===== src/design/msba_pkg.sv =====
// Shared types and constants for the multi-area slot bitmap allocator.
package msba_pkg;

  localparam int SLOTS_W    = 13;
  localparam int REG_AREAS  = 4;
  localparam int CFG_IDX_W  = 3;
  localparam int AREA_CNT_W = 3;
  localparam int STATUS_W   = 3;
  localparam int AREA_IDX_W = 2;
  localparam int SLOT_IDX_W = 12;
  localparam int TOTAL_W    = 15;
  localparam int WORD_BITS  = 32;
  localparam int BIT_W      = 5;

  localparam logic [CFG_IDX_W-1:0] CFG_SWAP_ENABLE = 3'd0;
  localparam logic [CFG_IDX_W-1:0] CFG_AREA_COUNT  = 3'd1;
  localparam logic [CFG_IDX_W-1:0] CFG_AREA0_SLOTS = 3'd2;

  localparam logic [STATUS_W-1:0] STAT_OK        = 3'd0;
  localparam logic [STATUS_W-1:0] STAT_DISABLED  = 3'd1;
  localparam logic [STATUS_W-1:0] STAT_FULL      = 3'd2;
  localparam logic [STATUS_W-1:0] STAT_BAD_AREA  = 3'd3;
  localparam logic [STATUS_W-1:0] STAT_BAD_SLOT  = 3'd4;
  localparam logic [STATUS_W-1:0] STAT_NOT_ALLOC = 3'd5;

  localparam logic [TOTAL_W-1:0] TOTAL_MAX = '1;

  typedef struct packed {
    logic                                enable;
    logic [AREA_CNT_W-1:0]               area_count;
    logic [REG_AREAS-1:0][SLOTS_W-1:0]   slots;
  } cfg_regs_t;

endpackage


===== src/design/msba_cfg.sv =====
// Configuration registers and per-area empty requests.
module msba_cfg import msba_pkg::*; #(
  parameter int NUM_AREAS = 4
) (
  input  logic                 clk,
  input  logic                 rst_n,
  input  logic                 cfg_valid,
  output logic                 cfg_ready,
  input  logic [CFG_IDX_W-1:0] cfg_index,
  input  logic [SLOTS_W-1:0]   cfg_value,
  output cfg_regs_t            regs,
  output logic [NUM_AREAS-1:0] clr_req
);

  localparam int CLR_AREAS = (NUM_AREAS < REG_AREAS) ? NUM_AREAS : REG_AREAS;

  cfg_regs_t regs_r;
  cfg_regs_t regs_nxt;

  assign cfg_ready = 1'b1;
  assign regs      = regs_r;

  always_comb begin
    regs_nxt = regs_r;
    clr_req  = '0;
    if (cfg_valid) begin
      case (cfg_index)
        CFG_SWAP_ENABLE: begin
          regs_nxt.enable = cfg_value[0];
        end
        CFG_AREA_COUNT: begin
          regs_nxt.area_count = cfg_value[AREA_CNT_W-1:0];
        end
        default: begin
          for (int k = 0; k < REG_AREAS; k++) begin
            if (cfg_index == CFG_AREA0_SLOTS + CFG_IDX_W'(k)) begin
              regs_nxt.slots[k] = cfg_value;
            end
          end
          for (int k = 0; k < CLR_AREAS; k++) begin
            if (cfg_index == CFG_AREA0_SLOTS + CFG_IDX_W'(k)) begin
              clr_req[k] = 1'b1;
            end
          end
        end
      endcase
    end
  end

  always_ff @(posedge clk) begin
    if (!rst_n) begin
      regs_r <= '0;
    end else begin
      regs_r <= regs_nxt;
    end
  end

endmodule


===== config.mk =====
export PLATFORM = sky130hd
export DESIGN_NAME = msba_cfg
export DESIGN_NICKNAME = d
export VERILOG_FILES = /design/src/design/msba_pkg.sv /design/src/design/msba_cfg.sv
export SDC_FILE = /design/constraint.sdc
export NUM_CORES = 1
export LEC_CHECK = 0
export ABC_CLOCK_PERIOD_IN_PS = 1800
export BUFFER_PORTS_ARGS = -buffer_cell sky130_fd_sc_hd__buf_4
export CORE_MARGIN = 1.5
export CORE_UTILIZATION = 50
export CTS_CLUSTER_SIZE = 12
export DETAILED_ROUTE_END_ITERATION = 16
export PLACE_DENSITY = 0.89
export SYNTH_ARGS = -nofsm -noshare
export SYNTH_HDL_FRONTEND = slang
export SYNTH_SLANG_ARGS = --single-unit

===== constraint.sdc =====
create_clock -name clk -period 1.8 [get_ports clk]
set_input_delay 0.36 -clock clk [delete_from_list [all_inputs] [get_ports clk]]
set_output_delay 0.36 -clock clk [all_outputs]
set_load 0.01 [all_outputs]

==> flow_results.org <==
** Routing
- Wires add up to 4950 microns.
- 1st-iter DRT viols :: 107
- Before antenna repair, the detailed router went through 4 iterations.
- In the routed design, unresolved DRC markers number 0.
- In the detailed route, the total length drawn on met2 is 2460 microns.
- The detailed router put a total of 2180 microns of wire on met1.
- Dividing the detail-routed wire length by the instance count gives 14.7 microns.
- The count of nets left with antenna violations once routing finished came out at 0.
- Drt via density :: 4.94
- Highest metal layer with signal wires :: met4
- Length of routed met3 wiring :: 230 microns
- DR vias :: 1,659

** Worst setup path
- In this run the worst path has a maximum fanout of 6.
- STA classifies the critical path startpoint as an input pin.
- Crit path arrival time :: 1.04 ns
- Startpoint of the lowest-slack register-to-register path :: regs[16]
- In this run the critical register-to-register path is captured at regs[16].
- Worst setup slack for register-to-register paths :: 1.13 ns
- The worst setup path is of the in -> out kind.
- Counting cells, the worst reg-to-reg path comes to 2.
- CP Data Required Time :: 1.44 ns
- CP Capture Type :: output pin

** Placed design
- Final Wtd Congestion :: 0.809
- Timing analysis after detailed placement gives a worst setup slack of 0.375 ns.
- Buffers placed on the I/O ports in this run total 78.
- Half-perimeter wire length after placement :: 3700 microns

** Clock tree
- CTS buffer count :: 5
- The number of gates resized after CTS was 0.
- Insertion delay to the later sink of the worst-skew pair :: 0.30 ns
- The longest clock path from root to sink contains 2 buffers.
- The tree is rooted in a sky130_fd_sc_hd__clkbuf_8.
- Count of hold buffers inserted by post-cts repair :: 0
- TritonCTS built the clock tree.
- Sinks on Clock Net :: 56
- # H-tree levels :: 2
- Post-CTS timing repair inserted 0 buffers for setup.
- Clk pin slew, worst setup/hold paths :: 0.09 ns

** STA
- Worst clock skew on the final layout :: 0 ns
- The total count of hold-check failures in the final report came to 0.
- Setup repair after global routing left no endpoint under its margin.
- Setup violations remaining at the end of the flow were counted as 0.
- Post-layout min period :: 1.40 ns
- The count of pins over their slew limit is 0.
- Final worst path period share :: 77.9%
- Setup slack on the critical path of the routed design comes to 0.398 ns.
- Max Clk Rate :: 713 MHz
- Summed over all failing endpoints, the final setup total negative slack is 0 ns.

** Min path
- Hold path depth :: 3
- The startpoint identified for the worst hold timing path is cfg_index[2].
- The path with the worst hold slack has its endpoint at regs[55].
- Hold crit path type :: in -> reg

** Die
- Total die area :: 4650 sq um
- Die H :: 68.2 microns
- Number of ports placed on the die boundary :: 80
- Measured along the x axis, the die boundary spans 68.2 microns.
- Std-Cell Core Area :: 4030 sq um
- Std-Cell Rows :: 23
- Initial Util :: 52.7%

** Global routing
- Entering global routing, the biggest net connects 27 pins.
- Global routing finished with a remaining overflow of 0.
- Antenna violations before repair :: 0
- In the global route stage, overall resource usage came out at 22.8%.
- Wire length of the first global-routing pass :: 7530 microns
- Number of global-route vias before repair :: 1,496

** Logic synthesis
- Synth Instances :: 206
- After synthesis, the mean cell area works out to 10.3 sq um.
- Number of distinct standard cells referenced by the synthesized netlist :: 14
- Synth Register Bits :: 56
- Mapped cell area :: 2120 sq um
- The synthesized design contains 0 enable-type register cells.
- Largest cells by area after synthesis :: sky130_fd_sc_hd__dfxtp_1, sky130_fd_sc_hd__mux2i_1, sky130_fd_sc_hd__nand2_1, sky130_fd_sc_hd__buf_4, sky130_fd_sc_hd__nand4b_2
- Most area-hungry cell type in the Yosys netlist :: sky130_fd_sc_hd__dfxtp_1
- The number of nets in the synthesized netlist is 225.
- Summed over its instances, the top area cell type makes up 52.8% of the synthesized netlist area.
- The Yosys step of the flow raised 0 warnings.
- Sequential cell area fraction in the yosys report :: 52.8%
- Among all flip-flop cells after synthesis, the most frequent one is sky130_fd_sc_hd__dfxtp_1.
- In the synthesized netlist the async set-or-reset flop fraction comes to 0%.

** Power and ir drop
- Worst IR Drop VDD :: 0.509 mV
- Power Total :: 2.31 mW
- For this design the ratio of total power to cell area is 806 nW/um^2.
- The analysis attributes to cell leakage a power of 1.51 nW.

** Final layout
- Count of antenna diodes in the layout :: 0
- Count of filler cells inserted in the layout :: 327
- The register with the most flip-flops in the layout has 56 of them.
- Core occupancy in the finished layout :: 71.2%
- Ratio of cells with drive above 1 in the final layout :: 34.3%
- Leaving out fill and tap cells, the most frequent cell in the layout is sky130_fd_sc_hd__buf_4.
- In the layout the commonest cells are sky130_fd_sc_hd__buf_4, sky130_fd_sc_hd__nand2_1, sky130_fd_sc_hd__mux2i_1, sky130_fd_sc_hd__dfxtp_1, sky130_fd_sc_hd__clkbuf_8.
- Synth-to-layout area growth :: 35.2%
- Final nets :: 304

** Run
- Max_cap viols :: 0

** Outcome
- Status :: finished clean
==> cell type report <==
cell class	count	area, sq um	area share [%]
sequential	56	1120	39.1
multi-input combinational	132	911	31.7
timing repair buffer	87	653	22.8
clock buffer	5	68.8	2.40
tap	50	62.6	2.18
clock inverter	3	42.5	1.48
inverter	3	11.3	0.392
==> routing by layer <==
layer / up-vias / global-route usage, %
met3: 6 / 6.74
li1: 833 / -
met4: 0 / 9.25
met2: 40 / 36.3
met5: - / 0
met1: 780 / 29.0
==> worst max path at each step <==
stage | from | to | cells past startpoint
6_report | cfg_index[1] | clr_req[2] | 3
5_1_grt | cfg_index[1] | clr_req[2] | 3
4_1_cts | cfg_index[1] | clr_req[2] | 3
3_5_place_dp | cfg_index[1] | regs[38] | 4
3_3_place_gp | cfg_index[1] | clr_req[2] | 3
2_1_floorplan | cfg_index[2] | clr_req[1] | 3
==> synth_stat cells, types with 2 or more instances <==
cell type / count
sky130_fd_sc_hd__mux2i_1: 56
sky130_fd_sc_hd__nand4b_2: 2
sky130_fd_sc_hd__clkbuf_1: 6
sky130_fd_sc_hd__inv_1: 3
sky130_fd_sc_hd__buf_4: 5
sky130_fd_sc_hd__dfxtp_1: 56
sky130_fd_sc_hd__nand2_1: 69
sky130_fd_sc_hd__buf_2: 3
==> power by group <==
group	leakage, nW	switching (mW)	total (mW)	internal [mW]
clock	0.0541	0.404	0.816	0.412
sequential	0.453	0.0148	1.28	1.27
combinational	1.01	0.113	0.216	0.104
==> critical path, stage by stage <==
cell and delay [ns]:
sky130_fd_sc_hd__buf_4 0.14, sky130_fd_sc_hd__nor4bb_4 0.35, sky130_fd_sc_hd__buf_4 0.19
==> per-stage QoR <==
stage	std cells	instance area (sq um)	hold WS (ns)
5_1_grt	336	2870	0.384
6_report	336	2870	0.375
2_1_floorplan	206	2120	0.479
3_3_place_gp	328	2760	0.443
4_1_cts	336	2870	0.366
3_5_place_dp	328	2760	0.450
==> kinds of logic (layout without fill, tap and decap cells) <==
kind of cell           Yosys count  after routing  share of synthesized area (%)
multiplexers                    56             56                           26.4
buffers and inverters           18             98                           5.01
AND/OR/NAND/NOR                 75             75                           15.6
other                            1              1                          0.177
flip-flops                      56             56                           52.8
Note: power is estimated with default switching activity, not from simulation.
